<file path="src/rtl/core/lps_pkg.sv">
// Shared types and constants of the line pixel stepper.
package lps_pkg;

    localparam int FIELD_W    = 16;
    localparam int COLOR_W    = 16;
    localparam int APB_ADDR_W = 3;
    localparam int APB_DATA_W = 32;

    // Register index, taken from paddr above the byte offset.
    localparam logic REG_PEN_COLOR = 1'b0;

    localparam logic ACT_START = 1'b0;
    localparam logic ACT_STEP  = 1'b1;

    localparam logic [1:0] DIR_NONE  = 2'd0;
    localparam logic [1:0] DIR_PLUS  = 2'd1;
    localparam logic [1:0] DIR_MINUS = 2'd3;

    typedef struct packed {
        logic [FIELD_W-1:0] pixel_x;
        logic [FIELD_W-1:0] pixel_y;
        logic [COLOR_W-1:0] pixel_color;
        logic               last_pixel;
    } pixel_t;

    typedef struct packed {
        logic valid;
        logic busy;
        logic last;
    } step_status_t;

endpackage

</file>
<file path="src/rtl/core/lps_in_if.sv">
// Command channel: start a line or step one pixel.
interface lps_in_if;
    logic                        valid;
    logic                        ready;
    logic                        action;
    logic [lps_pkg::FIELD_W-1:0] x_start;
    logic [lps_pkg::FIELD_W-1:0] y_start;
    logic [lps_pkg::FIELD_W-1:0] x_end;
    logic [lps_pkg::FIELD_W-1:0] y_end;

    modport source (output valid, action, x_start, y_start, x_end, y_end, input ready);
    modport sink   (input valid, action, x_start, y_start, x_end, y_end, output ready);
endinterface

</file>
<file path="src/rtl/core/lps_out_if.sv">
// Pixel channel: one rasterized pixel per item.
interface lps_out_if;
    logic                        valid;
    logic                        ready;
    logic [lps_pkg::FIELD_W-1:0] pixel_x;
    logic [lps_pkg::FIELD_W-1:0] pixel_y;
    logic [lps_pkg::COLOR_W-1:0] pixel_color;
    logic                        last_pixel;

    modport source (output valid, pixel_x, pixel_y, pixel_color, last_pixel, input ready);
    modport sink   (input valid, pixel_x, pixel_y, pixel_color, last_pixel, output ready);
endinterface

</file>
<file path="src/rtl/core/lps_apb_regs.sv">
// APB register block holding the pen color.
module lps_apb_regs (
    input  logic                           clk,
    input  logic                           rst_n,
    input  logic                           psel,
    input  logic                           penable,
    input  logic                           pwrite,
    input  logic [lps_pkg::APB_ADDR_W-1:0] paddr,
    input  logic [lps_pkg::APB_DATA_W-1:0] pwdata,
    output logic [lps_pkg::APB_DATA_W-1:0] prdata,
    output logic                           pready,
    output logic [lps_pkg::COLOR_W-1:0]    pen_color
);

    logic [lps_pkg::COLOR_W-1:0] pen_color_reg;
    logic                        reg_idx;

    assign pready  = 1'b1;
    assign reg_idx = paddr[2];

    always_ff @(posedge clk or negedge rst_n)
    begin
        if (!rst_n)
        begin
            pen_color_reg <= '0;
        end
        else if (psel && penable && pwrite && pready && reg_idx == lps_pkg::REG_PEN_COLOR)
        begin
            pen_color_reg <= pwdata[lps_pkg::COLOR_W-1:0];
        end
    end

    always_comb
    begin
        unique case (reg_idx)
            lps_pkg::REG_PEN_COLOR: prdata = lps_pkg::APB_DATA_W'(pen_color_reg);
            default:                prdata = '0;
        endcase
    end

    assign pen_color = pen_color_reg;

endmodule

</file>
<file path="src/rtl/core/lps_stepper.sv">
// Line state and the per-item setup and step arithmetic.
module lps_stepper #(
    parameter int COORD_BITS = 16
) (
    input  logic                         clk,
    input  logic                         rst_n,
    input  logic                         accept,
    input  logic                         action,
    input  logic [lps_pkg::FIELD_W-1:0]  x_start,
    input  logic [lps_pkg::FIELD_W-1:0]  y_start,
    input  logic [lps_pkg::FIELD_W-1:0]  x_end,
    input  logic [lps_pkg::FIELD_W-1:0]  y_end,
    input  logic [lps_pkg::COLOR_W-1:0]  pen_color,
    output lps_pkg::pixel_t              result,
    output lps_pkg::step_status_t        status
);

    localparam int ERR_W  = COORD_BITS + 2;
    localparam int LEFT_W = COORD_BITS + 1;

    logic [COORD_BITS-1:0] cur_col_reg, cur_col_next;
    logic [COORD_BITS-1:0] cur_row_reg, cur_row_next;
    logic [ERR_W-1:0]      err_col_reg, err_col_next;
    logic [ERR_W-1:0]      err_row_reg, err_row_next;
    logic [COORD_BITS-1:0] abs_dx_reg, abs_dx_next;
    logic [COORD_BITS-1:0] abs_dy_reg, abs_dy_next;
    logic [1:0]            dir_col_reg, dir_col_next;
    logic [1:0]            dir_row_reg, dir_row_next;
    logic [COORD_BITS-1:0] major_len_reg, major_len_next;
    logic [LEFT_W-1:0]     pixels_left_reg, pixels_left_next;
    logic                  busy_reg, busy_next;

    logic [COORD_BITS-1:0] xs, ys, xe, ye;
    logic [COORD_BITS-1:0] mag_x, mag_y;
    logic [1:0]            dir_x, dir_y;
    logic [ERR_W-1:0]      sum_col, sum_row, major_ext;
    logic                  do_step;

    function automatic logic [COORD_BITS-1:0] move_axis(
        input logic [COORD_BITS-1:0] pos,
        input logic [1:0]            dir
    );
        case (dir)
            lps_pkg::DIR_PLUS:  move_axis = pos + COORD_BITS'(1);
            lps_pkg::DIR_MINUS: move_axis = pos - COORD_BITS'(1);
            default:            move_axis = pos;
        endcase
    endfunction

    assign xs = x_start[COORD_BITS-1:0];
    assign ys = y_start[COORD_BITS-1:0];
    assign xe = x_end[COORD_BITS-1:0];
    assign ye = y_end[COORD_BITS-1:0];

    always_comb
    begin
        if (xe > xs)
        begin
            mag_x = xe - xs;
            dir_x = lps_pkg::DIR_PLUS;
        end
        else if (xe == xs)
        begin
            mag_x = '0;
            dir_x = lps_pkg::DIR_NONE;
        end
        else
        begin
            mag_x = xs - xe;
            dir_x = lps_pkg::DIR_MINUS;
        end

        if (ye > ys)
        begin
            mag_y = ye - ys;
            dir_y = lps_pkg::DIR_PLUS;
        end
        else if (ye == ys)
        begin
            mag_y = '0;
            dir_y = lps_pkg::DIR_NONE;
        end
        else
        begin
            mag_y = ys - ye;
            dir_y = lps_pkg::DIR_MINUS;
        end
    end

    assign do_step   = accept && action == lps_pkg::ACT_STEP && busy_reg;
    assign major_ext = ERR_W'(major_len_reg);
    assign sum_col   = err_col_reg + ERR_W'(abs_dx_reg);
    assign sum_row   = err_row_reg + ERR_W'(abs_dy_reg);

    always_comb
    begin
        cur_col_next     = cur_col_reg;
        cur_row_next     = cur_row_reg;
        err_col_next     = err_col_reg;
        err_row_next     = err_row_reg;
        abs_dx_next      = abs_dx_reg;
        abs_dy_next      = abs_dy_reg;
        dir_col_next     = dir_col_reg;
        dir_row_next     = dir_row_reg;
        major_len_next   = major_len_reg;
        pixels_left_next = pixels_left_reg;
        busy_next        = busy_reg;

        if (accept && action == lps_pkg::ACT_START)
        begin
            abs_dx_next      = mag_x;
            abs_dy_next      = mag_y;
            dir_col_next     = dir_x;
            dir_row_next     = dir_y;
            major_len_next   = (mag_x > mag_y) ? mag_x : mag_y;
            cur_col_next     = xs;
            cur_row_next     = ys;
            err_col_next     = '0;
            err_row_next     = '0;
            pixels_left_next = LEFT_W'(major_len_next) + LEFT_W'(2);
            busy_next        = 1'b1;
        end
        else if (do_step)
        begin
            err_col_next = sum_col;
            err_row_next = sum_row;
            if (sum_col > major_ext)
            begin
                err_col_next = sum_col - major_ext;
                cur_col_next = move_axis(cur_col_reg, dir_col_reg);
            end
            if (sum_row > major_ext)
            begin
                err_row_next = sum_row - major_ext;
                cur_row_next = move_axis(cur_row_reg, dir_row_reg);
            end
            pixels_left_next = pixels_left_reg - LEFT_W'(1);
            busy_next        = pixels_left_next != '0;
        end
    end

    always_ff @(posedge clk or negedge rst_n)
    begin
        if (!rst_n)
        begin
            cur_col_reg     <= '0;
            cur_row_reg     <= '0;
            err_col_reg     <= '0;
            err_row_reg     <= '0;
            abs_dx_reg      <= '0;
            abs_dy_reg      <= '0;
            dir_col_reg     <= lps_pkg::DIR_NONE;
            dir_row_reg     <= lps_pkg::DIR_NONE;
            major_len_reg   <= '0;
            pixels_left_reg <= '0;
            busy_reg        <= 1'b0;
        end
        else
        begin
            cur_col_reg     <= cur_col_next;
            cur_row_reg     <= cur_row_next;
            err_col_reg     <= err_col_next;
            err_row_reg     <= err_row_next;
            abs_dx_reg      <= abs_dx_next;
            abs_dy_reg      <= abs_dy_next;
            dir_col_reg     <= dir_col_next;
            dir_row_reg     <= dir_row_next;
            major_len_reg   <= major_len_next;
            pixels_left_reg <= pixels_left_next;
            busy_reg        <= busy_next;
        end
    end

    // The pixel shown is the position before this step moves it.
    assign result.pixel_x     = lps_pkg::FIELD_W'(cur_col_reg);
    assign result.pixel_y     = lps_pkg::FIELD_W'(cur_row_reg);
    assign result.pixel_color = pen_color;
    assign result.last_pixel  = pixels_left_reg == LEFT_W'(1);

    assign status.valid = do_step;
    assign status.busy  = busy_reg;
    assign status.last  = result.last_pixel;

endmodule

</file>
<file path="src/rtl/core/lps_skid.sv">
// Two-entry output register with skid stage for the pixel channel.
module lps_skid (
    input  logic            clk,
    input  logic            rst_n,
    input  logic            push,
    input  lps_pkg::pixel_t push_data,
    output logic            can_accept,
    lps_out_if.source       pix
);

    lps_pkg::pixel_t out_data_reg;
    lps_pkg::pixel_t skid_data_reg;
    logic            out_valid_reg;
    logic            skid_valid_reg;
    logic            pop;

    assign pop        = out_valid_reg && pix.ready;
    assign can_accept = !skid_valid_reg;

    always_ff @(posedge clk or negedge rst_n)
    begin
        if (!rst_n)
        begin
            out_valid_reg  <= 1'b0;
            skid_valid_reg <= 1'b0;
        end
        else if (skid_valid_reg)
        begin
            if (pop)
            begin
                skid_valid_reg <= 1'b0;
            end
        end
        else if (push)
        begin
            if (out_valid_reg && !pop)
            begin
                skid_valid_reg <= 1'b1;
            end
            out_valid_reg <= 1'b1;
        end
        else if (pop)
        begin
            out_valid_reg <= 1'b0;
        end
    end

    always_ff @(posedge clk)
    begin
        if (skid_valid_reg)
        begin
            if (pop)
            begin
                out_data_reg <= skid_data_reg;
            end
        end
        else if (push)
        begin
            if (out_valid_reg && !pop)
            begin
                skid_data_reg <= push_data;
            end
            else
            begin
                out_data_reg <= push_data;
            end
        end
    end

    assign pix.valid       = out_valid_reg;
    assign pix.pixel_x     = out_data_reg.pixel_x;
    assign pix.pixel_y     = out_data_reg.pixel_y;
    assign pix.pixel_color = out_data_reg.pixel_color;
    assign pix.last_pixel  = out_data_reg.last_pixel;

endmodule

</file>
<file path="src/rtl/core/line_pixel_stepper.sv">
// Line rasterizer: start and step commands in, one pixel per step out.
//
// The cmd channel takes items: action 0 starts a line from (x_start,y_start)
// to (x_end,y_end) and gives no pixel; action 1 steps the line and gives one
// pixel on the pix channel. A line gives its longer axis delta plus two
// pixels, the first pixel twice, and flags the final one with last_pixel.
// A step with no line in progress gives nothing; a start drops any line in
// progress. The pen color comes from the APB register at offset 0.
// The stepper state is updated as each item is accepted, and the item's pixel
// is registered into the output register, or into the skid stage while the
// output register is held; one item can be accepted every cycle while the
// skid stage is not full.
// When the receiver stalls, one more pixel is held in a skid stage, and
// cmd.ready drops only while that stage is full.
// Reset clears the line state (idle), the pen color and the output stages.
module line_pixel_stepper #(
    parameter int COORD_BITS = 16
) (
    input  logic                           clk,
    input  logic                           rst_n,
    input  logic                           psel,
    input  logic                           penable,
    input  logic                           pwrite,
    input  logic [lps_pkg::APB_ADDR_W-1:0] paddr,
    input  logic [lps_pkg::APB_DATA_W-1:0] pwdata,
    output logic [lps_pkg::APB_DATA_W-1:0] prdata,
    output logic                           pready,
    lps_in_if.sink                         cmd,
    lps_out_if.source                      pix
);

    logic [lps_pkg::COLOR_W-1:0] pen_color;
    logic                        cmd_accept;
    logic                        can_accept;
    lps_pkg::pixel_t             result;
    lps_pkg::step_status_t       status;

    assign cmd.ready  = can_accept;
    assign cmd_accept = cmd.valid && cmd.ready;

    lps_apb_regs u_regs (
        .clk       (clk),
        .rst_n     (rst_n),
        .psel      (psel),
        .penable   (penable),
        .pwrite    (pwrite),
        .paddr     (paddr),
        .pwdata    (pwdata),
        .prdata    (prdata),
        .pready    (pready),
        .pen_color (pen_color)
    );

    lps_stepper #(
        .COORD_BITS (COORD_BITS)
    ) u_stepper (
        .clk       (clk),
        .rst_n     (rst_n),
        .accept    (cmd_accept),
        .action    (cmd.action),
        .x_start   (cmd.x_start),
        .y_start   (cmd.y_start),
        .x_end     (cmd.x_end),
        .y_end     (cmd.y_end),
        .pen_color (pen_color),
        .result    (result),
        .status    (status)
    );

    lps_skid u_skid (
        .clk        (clk),
        .rst_n      (rst_n),
        .push       (status.valid),
        .push_data  (result),
        .can_accept (can_accept),
        .pix        (pix)
    );

    // A full skid stage always sits behind a valid output register.
    a_stall_has_output: assert property (@(posedge clk) disable iff (!rst_n)
        !cmd.ready |-> pix.valid)
        else $error("cmd.ready low without a pixel in the output register");

    // The final pixel of a line ends the line.
    a_last_ends_line: assert property (@(posedge clk) disable iff (!rst_n)
        status.valid && status.last |=> !status.busy)
        else $error("line still busy after its final pixel");

    // An accepted start always leaves a line in progress.
    a_start_sets_busy: assert property (@(posedge clk) disable iff (!rst_n)
        cmd_accept && cmd.action == lps_pkg::ACT_START |=> status.busy)
        else $error("start item did not open a line");

    // A step on an idle stepper produces no pixel.
    a_idle_step_silent: assert property (@(posedge clk) disable iff (!rst_n)
        !status.busy |-> !status.valid)
        else $error("pixel produced while idle");

endmodule

</file>
<file path="src/flat_wrapper.sv">
// flat-port wrapper written by rule: the top's interface ports become plain ports
module line_pixel_stepper_flat 
#(
    parameter int COORD_BITS = 16
)
  (clk, rst_n, psel, penable, pwrite, paddr, pwdata, prdata, pready, cmd_valid, cmd_action, cmd_x_start, cmd_y_start, cmd_x_end, cmd_y_end, cmd_ready, pix_valid, pix_pixel_x, pix_pixel_y, pix_pixel_color, pix_last_pixel, pix_ready);
  lps_in_if cmd_i ();
  lps_out_if pix_i ();
  input  logic clk;
  input  logic rst_n;
  input  logic psel;
  input  logic penable;
  input  logic pwrite;
  input  logic [lps_pkg::APB_ADDR_W-1:0] paddr;
  input  logic [lps_pkg::APB_DATA_W-1:0] pwdata;
  output logic [lps_pkg::APB_DATA_W-1:0] prdata;
  output logic pready;
  input wire logic [$bits(cmd_i.valid)-1:0] cmd_valid;
  input wire logic [$bits(cmd_i.action)-1:0] cmd_action;
  input wire logic [$bits(cmd_i.x_start)-1:0] cmd_x_start;
  input wire logic [$bits(cmd_i.y_start)-1:0] cmd_y_start;
  input wire logic [$bits(cmd_i.x_end)-1:0] cmd_x_end;
  input wire logic [$bits(cmd_i.y_end)-1:0] cmd_y_end;
  output wire logic [$bits(cmd_i.ready)-1:0] cmd_ready;
  output wire logic [$bits(pix_i.valid)-1:0] pix_valid;
  output wire logic [$bits(pix_i.pixel_x)-1:0] pix_pixel_x;
  output wire logic [$bits(pix_i.pixel_y)-1:0] pix_pixel_y;
  output wire logic [$bits(pix_i.pixel_color)-1:0] pix_pixel_color;
  output wire logic [$bits(pix_i.last_pixel)-1:0] pix_last_pixel;
  input wire logic [$bits(pix_i.ready)-1:0] pix_ready;
  assign cmd_i.valid = cmd_valid;
  assign cmd_i.action = cmd_action;
  assign cmd_i.x_start = cmd_x_start;
  assign cmd_i.y_start = cmd_y_start;
  assign cmd_i.x_end = cmd_x_end;
  assign cmd_i.y_end = cmd_y_end;
  assign cmd_ready = cmd_i.ready;
  assign pix_valid = pix_i.valid;
  assign pix_pixel_x = pix_i.pixel_x;
  assign pix_pixel_y = pix_i.pixel_y;
  assign pix_pixel_color = pix_i.pixel_color;
  assign pix_last_pixel = pix_i.last_pixel;
  assign pix_i.ready = pix_ready;
  line_pixel_stepper #(.COORD_BITS(COORD_BITS)) u_core (.clk(clk), .rst_n(rst_n), .psel(psel), .penable(penable), .pwrite(pwrite), .paddr(paddr), .pwdata(pwdata), .prdata(prdata), .pready(pready), .cmd(cmd_i), .pix(pix_i));
endmodule
</file>
<file path="config.mk">
export PLATFORM = sky130hd
export DESIGN_NAME = line_pixel_stepper_flat
export DESIGN_NICKNAME = d
export VERILOG_FILES = /design/src/rtl/core/lps_pkg.sv /design/src/rtl/core/lps_in_if.sv /design/src/rtl/core/lps_out_if.sv /design/src/rtl/core/lps_apb_regs.sv /design/src/rtl/core/lps_stepper.sv /design/src/rtl/core/lps_skid.sv /design/src/rtl/core/line_pixel_stepper.sv /design/src/flat_wrapper.sv
export SDC_FILE = /design/constraint.sdc
export NUM_CORES = 1
export LEC_CHECK = 0
export BUFFER_PORTS_ARGS = -buffer_cell sky130_fd_sc_hd__buf_4
export CAP_MARGIN = 10
export CORE_MARGIN = 4
export CORE_UTILIZATION = 66
export CTS_BUF_LIST = sky130_fd_sc_hd__clkbuf_4 sky130_fd_sc_hd__clkbuf_8 sky130_fd_sc_hd__clkbuf_16
export CTS_CLUSTER_DIAMETER = 60
export CTS_CLUSTER_SIZE = 24
export DETAILED_ROUTE_END_ITERATION = 6
export HOLD_SLACK_MARGIN = 0.12
export PLACE_DENSITY = 0.88
export SYNTH_ARGS = -nofsm -noshare
export SYNTH_HDL_FRONTEND = slang
export SYNTH_SLANG_ARGS = --single-unit
</file>
<file path="constraint.sdc">
create_clock -name clk -period 9.6 [get_ports clk]
set_clock_uncertainty 0.15 [all_clocks]
set_input_delay 0.96 -clock clk [delete_from_list [all_inputs] [get_ports clk]]
set_output_delay 0.96 -clock clk [all_outputs]
set_load 0.01 [all_outputs]
</file>
## Yosys cells after proc, flatten, opt, wreduce, memory -nomap -nowiden

Cells that the tools add are included.

| word-level totals | value |
|---|---|
| flip-flop bits (word level) | 254 |
| bits in latches | 0 |
| bits in writable memories | 0 |
| ROM bits | 0 |
| input port bits | 107 |
| output and inout port bits | 84 |
| word-level logic and storage cells | 115 |
| memories kept | 0 |

| operators by class | value |
|---|---|
| $add $sub $neg | 14 |
| $mul | 0 |
| div/mod/pow operators | 0 |
| order comparisons | 5 |
| equal/unequal tests | 9 |
| shifts and indexed selects | 0 |
| muxes and demuxes | 38 |
| bitwise logic cells | 3 |
| reduce and logical (&&, ||, !) cells | 24 |

Operators with widths:

| cell | count |
|---|---|
| $mux 49 | 4 |
| $mux 16 | 12 |
| $mux 18 | 6 |
| $pmux 16 s2 | 2 |
| $sub 16x16->16 | 4 |
| $gt 16x16->1 | 3 |
| $add 18x16->18 | 2 |
| $gt 18x16->1 | 2 |
| $sub 18x16->18 | 2 |
| $mux 17 | 2 |
| $add 16x1->16 const B | 2 |
| $eq 16x16->1 | 2 |
| $sub 16x1->16 const B | 2 |
| $add 16x2->17 const B | 1 |
| $eq 17x1->1 const B | 1 |
| $reduce_bool 17->1 | 1 |
| $sub 17x1->17 const B | 1 |
| $reduce_and 3->1 | 4 |
| $reduce_bool 2->1 | 5 |
| $logic_and 1x1->1 | 9 |
| $mux 1 | 8 |
| $mux 2 | 4 |
| $reduce_bool 3->1 | 2 |
| $eq 2x1->1 const B | 2 |
| other kinds (6) | 10 |

## Logic depth before layout (Yosys ltp)

Gate-level depths: netlist of run 1.

| depth | value |
|---|---|
| word-level depth | 7 |
| mapped depth | 28 |
| gate-level depth less buffers | 27 |

## Hierarchy

Synthesis of run 1 repeated with hierarchy kept, for this count alone.

| unflattened totals | value |
|---|---|
| cells, all modules | 2,093 |
| area total of the unflattened synthesis | 19,697.6 µm² |

By module, submodules not included:

| module | times used | cells each | area an instance (µm²) |
|---|---|---|---|
| lps_stepper | 1 | 1,858 | 14,908.0 |
| lps_skid | 1 | 164 | 3,883.7 |
| lps_apb_regs | 1 | 70 | 899.6 |
| line_pixel_stepper | 1 | 1 | 6.3 |

## Worst setup path before layout of run 1

OpenSTA, ideal clock, no wires.

| timing path | value |
|---|---|
| path kind | input to register |
| start | input port cmd_x_end[0] |
| end | register u_core.u_stepper.pixels_left_reg[7] |
| library setup time | 0.099 ns |
| data arrival time | 6.052 ns |
| data required time | 9.351 ns |
| setup slack | 3.298 ns |
| stages | 28 |
| buffers on the path | 1 |
| cell sequence | inv_1 ha_1 inv_1 fa_1 a21o_1 a22o_1 a22o_4 nor2_4 o211ai_1 and3_1 nor3_1 ha_1 a21o_1 a21o_1 a21oi_1 o21a_1 o21ai_0 nand2b_1 o21ai_0 nor2_1 clkbuf_1 nand2_1 o21ai_0 ha_1 inv_1 o311ai_0 o41ai_1 a311oi_1 |

| between the ends | value |
|---|---|
| cells in the longest elaborated chain, start to end | 7 |

Ends and longest elaborated chain:

| item | line | source |
|---|---|---|
| start: declaration | flat_wrapper.sv:22 | `input wire logic [$bits(cmd_i.x_end)-1:0] cmd_x_end;` |
| $sub 16x16->16 or $eq 16x16->1 (tied branches) | lps_stepper.sv:69, lps_stepper.sv:62 |  |
| $mux 16 | lps_stepper.sv:62 | `else if (xe == xs)` |
| $mux 16 * | lps_stepper.sv:57 | `if (xe > xs)` |
| net u_core.u_stepper.mag_x[9] | lps_stepper.sv:34 | `logic [COORD_BITS-1:0] mag_x, mag_y;` |
| $gt 16x16->1 * | lps_stepper.sv:115 | `major_len_next = (mag_x > mag_y) ? mag_x : mag_y;` |
| $mux 16 * | lps_stepper.sv:115 |  |
| $add 16x2->17 * | lps_stepper.sv:120 | `pixels_left_next = LEFT_W'(major_len_next) + LEFT_W'(2);` |
| $mux 17 * | lps_stepper.sv:109 | `if (accept && action == lps_pkg::ACT_START)` |
| end signal: assignment | lps_stepper.sv:169 | `pixels_left_reg <= pixels_left_next;` |
| end: declaration | lps_stepper.sv:30 | `logic [LEFT_W-1:0] pixels_left_reg, pixels_left_next;` |

The timed path passes the listed nets; every way through them passes the cells marked *.
A chain may end at the register's enable or synchronous reset.

## Worst setup path after layout of run 1

| timing path | value |
|---|---|
| start | input port cmd_x_end[11] |
| end | register u_core.u_stepper.pixels_left_reg[7] |

| between the ends | value |
|---|---|
| cells in the longest elaborated chain, start to end | 7 |

Ends and longest elaborated chain:

| item | line |
|---|---|
| parallel branches: the longest is 2 deep, another holds $gt 16x16->1 | - |
| $mux 16 * | lps_stepper.sv:57 |
| net u_core.u_stepper.mag_x[8] | lps_stepper.sv:34 |
| $gt 16x16->1 * | lps_stepper.sv:115 |
| $mux 16 * | lps_stepper.sv:115 |
| $add 16x2->17 * | lps_stepper.sv:120 |
| $mux 17 * | lps_stepper.sv:109 |

Mark *: on every way through the listed nets, which the timed path passes.

==> results_dict.tcl, run 1 <==
set metrics [dict create \
    yosys_warnings 0 \
    rsz0062_at_grt "no" \
    slowest_stage "a2111oi_0" \
    grt_pass1_wl_mm 90.9 \
    synth_area_um2 19500 \
    initial_core_util 0.674 \
    fin_setup_tns_ps 0 \
    relSlewSlack 0.138 \
    synth_top_area_frac 0.200 \
    post-dp-hpwl_mm 42.5 \
    core_um2 28900 \
    std_cell_rows 62 \
    wirelength_mm 57.4 \
    area_growth_pct 11.5 \
    cts_tree "yes" \
    slowest_delay_ps 680 \
    antenna_found_initial 0 \
    drive_gt1_frac 0.143 \
    cts_sinks 254 \
    num_vias 17314 \
    die_w_um 180 \
    cp_num_buf_inv 4 \
    p_clk_frac 0.122 \
    seqPwrFrac 0.222 \
    cts_resized 0 \
    worstMarginPinSlew_ps 1280 \
    met3_usage 0.0414 \
    status "finished, final reports clean" \
    internal-power_w 0.00436 \
    post_cts_buffers 0 \
    crit_arrival_ps 7780 \
    vdd_drop_max_v 0.000317 \
    cts_hold_buf 0 \
    dieHeight_um 180 \
    cp_data_required_time_ps 9880 \
    yosys_register_bits 254 \
    worstHoldPathType "in -> async" \
    path_max_fanout 15 \
    via_per_inst 6.48 \
    synth.avg_cell_area_um2 9.03 \
    largest_register_ffs 49 \
    wl_per_cell_um 21.5 \
    groute.layer.met2.usage 0.549 \
    end_kind "flop" \
    ios 191 \
    placed_area_um2 20900 \
    yosysUniqueCellTypes 87 \
    maxSlewViolCount 0 \
    overflow 0 \
    fmax_mhz 133 \
    ys_seq_area_frac 0.351 \
    seq_area_um2 6850 \
    clkTransAtPathRegs_ps 80 \
    h-tree-depth 1 \
    grt.busiest_layer "met2" \
    drtIter0Drc 1883 \
    critPathLaunchType "input pin" \
    dieArea_um2 32300 \
    synth_top_cell_by_area "dfrtp_1" \
    port_buffers 155 \
    num-fill-cells 1995 \
    maxCapViolCount 0 \
    synth.area.top_cells "dfrtp_1 20%, edfxtp_1 15%, ha_1 11%, o21ai_0 4.6%, nand2_1 4.6%" \
    comb_power_share 0.656 \
    grt.total_usage 0.343 \
    switchingPower_w 0.00405 \
    grt_pass1_vias 16703 \
    crit_family "compound AO/OA/AOI/OAI gates" \
    sw_frac_of_total 0.482 \
    synth_edf_count 98 \
    whs_ps 229 \
    gr-usage-met1 0.495 \
    hold_viol_final 0 \
    root_buffer "clkbuf_16" \
    numCtsBuffers 24 \
    final.min_clock_period_ps 7500 \
    ctsLongestPathBuffers 3 \
    nNetsFinal 2560 \
    ys.flop_type "dfrtp_1" \
    finalSetupViolations 0 \
    synthCells 2158 \
    grt_max_degree 77 \
    multiInputGateArea_um2 11700 \
    worstSetupPathType "in -> reg" \
    clk_latency_ps 540 \
    antenna_left 0 \
    drc 0 \
    fin_crit_sh 0.781 \
    ys_async_sr_fraction 0.614 \
    stdcell_area_um2 21700 \
    gp_congestion 0.965 \
    leakage_nw 9.89 \
    power-per-cell-area_nw_per_um2 387 \
    drt-pass1-iter-count 6 \
]
## cell type report
cell class                      count  share of cell area
Tap cell                          384              0.0221
Multi-Input combinational cell   1666               0.537
Inverter                          152              0.0262
Antenna cell                        1            0.000115
Timing Repair Buffer              172              0.0596
Sequential cell                   254               0.315
Clock buffer                       27              0.0298
Clock inverter                     17             0.00978
## cell families after synthesis
logic type / share of synthesized area
AOI/OAI and AO/OA: 0.193
xor gates and xnor gates: 0.0463
adders and majority gates: 0.122
buffers and inverters: 0.0544
DFF: 0.351
muxes: 0.0723
other: 0.000385
and+or+nand+nor: 0.161
## placed cells by master, fill, tap and decap left out, types with 12 or more instances in the layout
cell / count
nand4_1: 29
edfxtp_1: 98
mux2_2: 71
xor2_1: 30
nand3_1: 49
mux2i_1: 61
a21o_1: 46
inv_1: 151
a211o_1: 17
a21oi_1: 146
buf_4: 171
nand2_1: 241
nor3_1: 44
and3_1: 23
and4_1: 12
ha_1: 173
conb_1: 17
o21a_1: 15
nand2b_1: 15
o21bai_1: 12
xnor2_1: 73
o21ai_0: 181
a31oi_1: 20
dfrtp_1: 155
or3_1: 20
nor2b_1: 37
o31ai_1: 17
clkbuf_16: 25
nor2_1: 99
a211oi_1: 14
o211ai_1: 16
## metrics by stage
step                       util  instances  total power, W  worst slack, ps
after floorplan               -       2173         0.00589             3300
after global placement    0.722       2628         0.00697             2060
after detailed placement  0.722       2628         0.00720             2010
after CTS                 0.751       2672         0.00827             2500
after global routing      0.751       2672         0.00901             1890
final                     0.751       2673         0.00841             2100
## cells in the mapped netlist, types with 7 or more instances
cell type,instances
buf_2,19
nor2_1,100
nor3_1,44
clkbuf_1,56
a22oi_1,11
nand3_1,50
nand2_1,241
xor2_1,30
mux2i_1,61
nor4_1,11
nand2b_1,16
o21ai_0,181
and4_1,12
nor2b_1,38
a21o_1,46
dfrtp_1,156
o31ai_1,17
nor3b_1,7
or2_2,7
and2_1,10
o21bai_1,12
a22o_1,7
mux2_2,71
and3_1,25
edfxtp_1,98
inv_1,151
o211ai_1,16
ha_1,173
nand4_1,29
a211o_1,17
a211oi_1,14
buf_4,19
a21oi_1,147
or3_1,20
o21a_1,15
fa_1,10
xnor2_1,73
a31oi_1,20
## worst register-to-register path, stage by stage (launching register included)
cell and delay [ps]:
dfrtp_1 380, ha_1 250, fa_1 470, a21o_1 180, a21oi_1 270, o21bai_1 130, a21oi_1 270, o21bai_1 100
a21o_1 210, xor2_1 160, ha_1 360, and2_1 190, o21a_1 170, o21ai_0 250, and2_1 180, o211ai_1 110
a31oi_1 340, nor2b_1 130, o31ai_1 260, and3_2 830, mux2i_1 330, o21ai_0 110
## power by group through the flow
stage               clock network (W)  logic (W)  registers (W)
floorplan                           0    0.00409        0.00180
global placement                    0    0.00512        0.00185
detailed placement                  0    0.00532        0.00187
CTS                           0.00103    0.00539        0.00186
global route                  0.00108    0.00603        0.00191
finish                        0.00102    0.00552        0.00187
## routing by layer
| metal | share of wire | routed length, µm | vias to the layer above |
|---|---|---|---|
| li1 | - | - | 8000 |
| met2 | 0.45 | 26000 | 830 |
| met3 | 0.083 | 4740 | 120 |
| met4 | 0.031 | 1760 | 0 |
| met1 | 0.43 | 24900 | 8364 |
| met5 | 0 | 0 | - |
## worst paths after layout
check,startpoint,slack (ps),to,depth (start not counted)
min reg2reg,u_core.u_stepper.major_len_reg[15],330,u_core.u_stepper.major_len_reg[15],2
max,cmd_x_end[11],2100,u_core.u_stepper.pixels_left_reg[7],26
min,rst_n,230,u_core.u_stepper.cur_row_reg[13],1
max reg2reg,u_core.u_stepper.err_col_reg[0],3650,u_core.u_stepper.err_col_reg[5],21
max in group asynchronous,rst_n,7840,u_core.u_stepper.err_col_reg[11],2
min in group clk,u_core.u_stepper.major_len_reg[15],330,u_core.u_stepper.major_len_reg[15],2
Power figures use the tool's default switching activity.
==> inputs of run 2 (changes only) <==
--- a/config.mk
+++ b/config.mk
@@ -8,13 +8,13 @@
 export BUFFER_PORTS_ARGS = -buffer_cell sky130_fd_sc_hd__buf_4
 export CAP_MARGIN = 10
 export CORE_MARGIN = 4
-export CORE_UTILIZATION = 66
+export CORE_UTILIZATION = 61
 export CTS_BUF_LIST = sky130_fd_sc_hd__clkbuf_4 sky130_fd_sc_hd__clkbuf_8 sky130_fd_sc_hd__clkbuf_16
 export CTS_CLUSTER_DIAMETER = 60
 export CTS_CLUSTER_SIZE = 24
 export DETAILED_ROUTE_END_ITERATION = 6
 export HOLD_SLACK_MARGIN = 0.12
-export PLACE_DENSITY = 0.88
+export PLACE_DENSITY = 0.82
 export SYNTH_ARGS = -nofsm -noshare
 export SYNTH_HDL_FRONTEND = slang
 export SYNTH_SLANG_ARGS = --single-unit
==> constraint.sdc (replaced) <==
create_clock -name clk -period 7.5 [get_ports clk]
set_clock_uncertainty 0.15 [all_clocks]
set_input_delay 0.75 -clock clk [delete_from_list [all_inputs] [get_ports clk]]
set_output_delay 0.75 -clock clk [all_outputs]
set_load 0.01 [all_outputs]
==> results_dict.tcl, run 2 (synthesis gave the netlist of run 1 again) <==
set metrics [dict create \
    nNetsFinal 2566 \
    dieHeight_um 187 \
    via_per_inst 6.28 \
    clk_latency_ps 540 \
    end_kind "flop" \
    fin_crit_sh 0.849 \
    fmax_mhz 157 \
    cts_sinks 254 \
    slowest_delay_ps 390 \
    die_w_um 187 \
    overflow 0 \
    power-per-cell-area_nw_per_um2 486 \
    layout_common_cells "241 x nand2_1, 181 x o21ai_0, 177 x buf_4" \
    gp_congestion 0.966 \
    diodes 0 \
    antenna_left 0 \
    largest_register_ffs 49 \
    maxCapViolCount 0 \
    status "finished, final reports clean" \
    rsz0062_at_grt "no" \
    core_um2 31600 \
    post_cts_buffers 0 \
    cts_hold_buf 0 \
    drc 0 \
    drt-pass1-iter-count 5 \
    numCtsBuffers 24 \
    ctsLongestPathBuffers 3 \
    finalSetupViolations 0 \
    fin_setup_tns_ps 0 \
    cts_tree "yes" \
    num_vias 16921 \
    worstSetupPathType "in -> reg" \
    dp.cells 2652 \
    grt_pass1_vias 16444 \
    h-tree-depth 1 \
    worstHoldPathType "in -> async" \
    drtIter0Drc 1591 \
    grt_pass1_wl_mm 84.7 \
    grt.total_usage 0.290 \
    area_growth_pct 11.6 \
    port_buffers 155 \
    ios 191 \
    placed_area_um2 20900 \
    final_common_cell "nand2_1" \
    grt_max_degree 108 \
    dieArea_um2 34900 \
    root_buffer "clkbuf_16" \
    relSlewSlack 0.224 \
    wirelength_mm 52.6 \
    critPathLaunchType "input pin" \
    stdcell_area_um2 21800 \
    cp_data_required_time_ps 7790 \
    fin_cells 2696 \
    vdd_drop_max_v 0.000609 \
    num-fill-cells 2468 \
    std_cell_rows 65 \
    hold_viol_final 0 \
    cts_resized 0 \
    antenna_found_initial 1 \
    wl_per_cell_um 19.5 \
    path_max_fanout 9 \
    final.min_clock_period_ps 6370 \
    drive_gt1_frac 0.144 \
    maxSlewViolCount 0 \
    slowest_stage "nor3_1" \
    post-dp-hpwl_mm 39.3 \
    clkTransAtPathRegs_ps 90 \
    crit_arrival_ps 6660 \
    worstMarginPinSlew_ps 1160 \
    leakage_nw 9.89 \
    rrSetupSlack_ps 1380 \
    initial_core_util 0.618 \
]
## run 2: changes by cell type in the layout (fill, tap and decap cells not counted), sizes merged
cell	before	now
diode	1	0
inv	159	160
clkbuf	27	26
buf	172	178
clkinvlp	2	5
clkinv	8	5
## run 2: routing by layer
layer | vias to the layer above | track usage | part of all wire
li1 | 8018 | - | -
met4 | 2 | 0.0961 | 0.035
met2 | 622 | 0.475 | 0.46
met3 | 117 | 0.0425 | 0.071
met5 | - | 0 | 0.00025
met1 | 8162 | 0.400 | 0.43
## run 2: worst paths after layout
kind | start | end | depth (start not counted)
max | cmd_x_end[0] | u_core.u_stepper.pixels_left_reg[7] | 27
min | rst_n | u_core.u_stepper.cur_row_reg[9] | 1
max reg2reg | u_core.u_stepper.err_col_reg[0] | u_core.u_stepper.err_col_reg[10] | 22
min reg2reg | u_core.u_stepper.err_col_reg[6] | u_core.u_stepper.err_col_reg[6] | 2
max in group asynchronous | rst_n | u_core.u_stepper.err_col_reg[14] | 2
min in group clk | pix_ready | u_core.u_skid.skid_valid_reg | 2
## run 2: critical path: cells and delay by family
family | cells | cell delay, ps
adders and majority gates | 4 | 1250
and+or+nand+nor | 4 | 950
buffers and inverters | 5 | 580
AOI/OAI and AO/OA | 14 | 3100
## run 2: per-stage QoR
| step | power (W) | hold WS [ps] | worst slack, ps | util |
|---|---|---|---|---|
| 4_1_cts | 0.0105 | 188 | 1240 | 0.690 |
| 6_report | 0.0106 | 168 | 1130 | 0.690 |
| 2_1_floorplan | 0.00755 | 299 | 1410 | - |
| 3_3_place_gp | 0.00890 | 311 | 764 | 0.663 |
| 3_5_place_dp | 0.00918 | 321 | 676 | 0.663 |
| 5_1_grt | 0.0115 | 209 | 781 | 0.690 |
## run 2: area by class of cell
type                    count  area [µm²]  area share
multi-input cells        1666       11700       0.536
well taps                 402         503      0.0231
clock buffers              26         639      0.0294
clock inverters            18         189     0.00868
flip-flops and latches    254        6850       0.315
repair buffers            178        1340      0.0616
inverters                 152         571      0.0262
## run 2: report_power, final
part / switching, W / internal [W]
combinational: 0.00399 / 0.00292
clock: 0.000617 / 0.000655
sequential: 0.000389 / 0.00200
==> inputs of run 3 (changes only) <==
==> constraint.sdc (replaced) <==
create_clock -name clk -period 6.32 [get_ports clk]
set_clock_uncertainty 0.15 [all_clocks]
set_input_delay 0.632 -clock clk [delete_from_list [all_inputs] [get_ports clk]]
set_output_delay 0.632 -clock clk [all_outputs]
set_load 0.01 [all_outputs]
==> results_dict.tcl, run 3 (synthesis gave the netlist of run 1 again) <==
set metrics [dict create \
    hold_viol_final 0 \
    r2r-start "u_core.u_stepper.err_row_reg[0]" \
    worstMarginPinSlew_ps 1140 \
    crit_arrival_ps 6130 \
    status "finished with violations" \
    maxSlewViolCount 0 \
    power-per-cell-area_nw_per_um2 581 \
    dieArea_um2 34900 \
    area_growth_pct 12.6 \
    largest_register_ffs 49 \
    r2r-end "u_core.u_stepper.err_row_reg[5]" \
    post-dp-hpwl_mm 39.4 \
    port_buffers 155 \
    antenna_found_initial 1 \
    numCtsBuffers 24 \
    ios 191 \
    drive_gt1_frac 0.152 \
    seq_area_um2 6850 \
    core_um2 31600 \
    fin_crit_sh 0.922 \
    relSlewSlack 0.239 \
    clkTransAtPathRegs_ps 80 \
    total_power_w 0.0128 \
    num_vias 16997 \
    cts_sinks 254 \
    worstHoldPathType "in -> reg" \
    antenna_left 0 \
    p_clk_frac 0.122 \
    groute.layer.met2.usage 0.474 \
    fin_cells 2717 \
    grt_pass1_wl_mm 84.1 \
    sw_frac_of_total 0.475 \
    min_from "cmd_y_start[14]" \
    nNetsFinal 2587 \
    cts_tree "yes" \
    switchingPower_w 0.00606 \
    internal-power_w 0.00670 \
    vdd_drop_max_v 0.000659 \
    worst-r2r-cell-count 21 \
    grt_max_degree 108 \
    pre_cts_slack_ps 89.6 \
    num-fill-cells 2455 \
    gp_congestion 0.971 \
    fin_setup_tns_ps 0 \
    rrSetupSlack_ps 590 \
    initial_core_util 0.618 \
    via_per_inst 6.26 \
    overflow 0 \
    drt-pass1-iter-count 7 \
    seqPwrFrac 0.222 \
    critPathLaunchType "input pin" \
    slowest_delay_ps 410 \
    grt.busiest_layer "met2" \
    ctsLongestPathBuffers 3 \
    wirelength_mm 52.8 \
    critPathLaunch "cmd_x_end[0]" \
    hold_depth 3 \
    gr-usage-met1 0.392 \
    drc 7 \
    slowest_stage "o311ai_0" \
    layout_common_cells "241 x nand2_1, 196 x buf_4, 181 x o21ai_0" \
    multiInputGateArea_um2 11700 \
    wl_per_cell_um 19.4 \
    end_kind "flop" \
    std_cell_rows 65 \
    post_cts_buffers 0 \
    hold_end "u_core.u_stepper.cur_row_reg[14]" \
    maxCapViolCount 0 \
    met3_usage 0.0436 \
    dp.cells 2671 \
    grt_pass1_vias 16278 \
    final_common_cell "nand2_1" \
    comb_power_share 0.656 \
    final.min_clock_period_ps 5830 \
    root_buffer "clkbuf_16" \
    die_w_um 187 \
    post-route-util 0.696 \
    crit_family "compound AO/OA/AOI/OAI gates" \
    fmax_mhz 172 \
    violations "design-rule violations" \
    h-tree-depth 1 \
    cts_resized 0 \
    diodes 0 \
    clk_latency_ps 550 \
    path_max_fanout 6 \
    cp_num_buf_inv 4 \
    rsz0062_at_grt "no" \
    finalSetupViolations 0 \
    grt.total_usage 0.288 \
    drtIter0Drc 1673 \
    worstSetupPathType "in -> reg" \
    cp_data_required_time_ps 6630 \
    leakage_nw 10.0 \
    fin_ws_ps 493 \
    dieHeight_um 187 \
    cts_hold_buf 2 \
]
[run 3: worst min-delay path, delay by kind of cell]
family          cells  cell delay (ps)
compound gates      1               60
buf+inv             1               90
simple gates        1               40
[run 3: per-stage QoR]
stage	instance area (µm²)	hold slack, ps
after floorplan	19500	186
after global placement	21100	310
after detailed placement	21100	319
after CTS	21900	137
after global routing	21900	142
final	21900	159
[run 3: layout make-up]
| class | instances | share of cell area |
|---|---|---|
| flip-flops and latches | 254 | 0.312 |
| inverters | 152 | 0.0260 |
| repair buffers | 199 | 0.0685 |
| clock buffers | 24 | 0.0274 |
| multi-input cells | 1666 | 0.532 |
| clock inverters | 20 | 0.0115 |
| well taps | 402 | 0.0229 |
[run 3: per-layer routing]
layer | share of wire | wire length (µm) | vias to the layer above
li1 | - | - | 8074
met1 | 0.43 | 22700 | 8141
met2 | 0.47 | 24600 | 659
met3 | 0.069 | 3640 | 121
met4 | 0.034 | 1790 | 2
met5 | 0.00036 | 19 | -
[run 3: power by group through the flow]
stage	clock network, W	logic [W]	registers [W]
final	0.00156	0.00838	0.00283
after global routing	0.00164	0.00914	0.00290
after CTS	0.00158	0.00822	0.00282
after detailed placement	0	0.00814	0.00284
after global placement	0	0.00786	0.00281
after floorplan	0	0.00621	0.00274
[run 3: worst max path at each step]
stage | endpoint | slack (ps) | depth (start not counted)
after floorplan | u_core.u_stepper.pixels_left_reg[7] | 350 | 28
after global placement | u_core.u_stepper.pixels_left_reg[7] | 280 | 25
after detailed placement | u_core.u_stepper.pixels_left_reg[7] | 90 | 25
after CTS | u_core.u_stepper.pixels_left_reg[7] | 650 | 25
after global routing | u_core.u_stepper.pixels_left_reg[7] | 60 | 25
final | u_core.u_stepper.pixels_left_reg[7] | 490 | 26
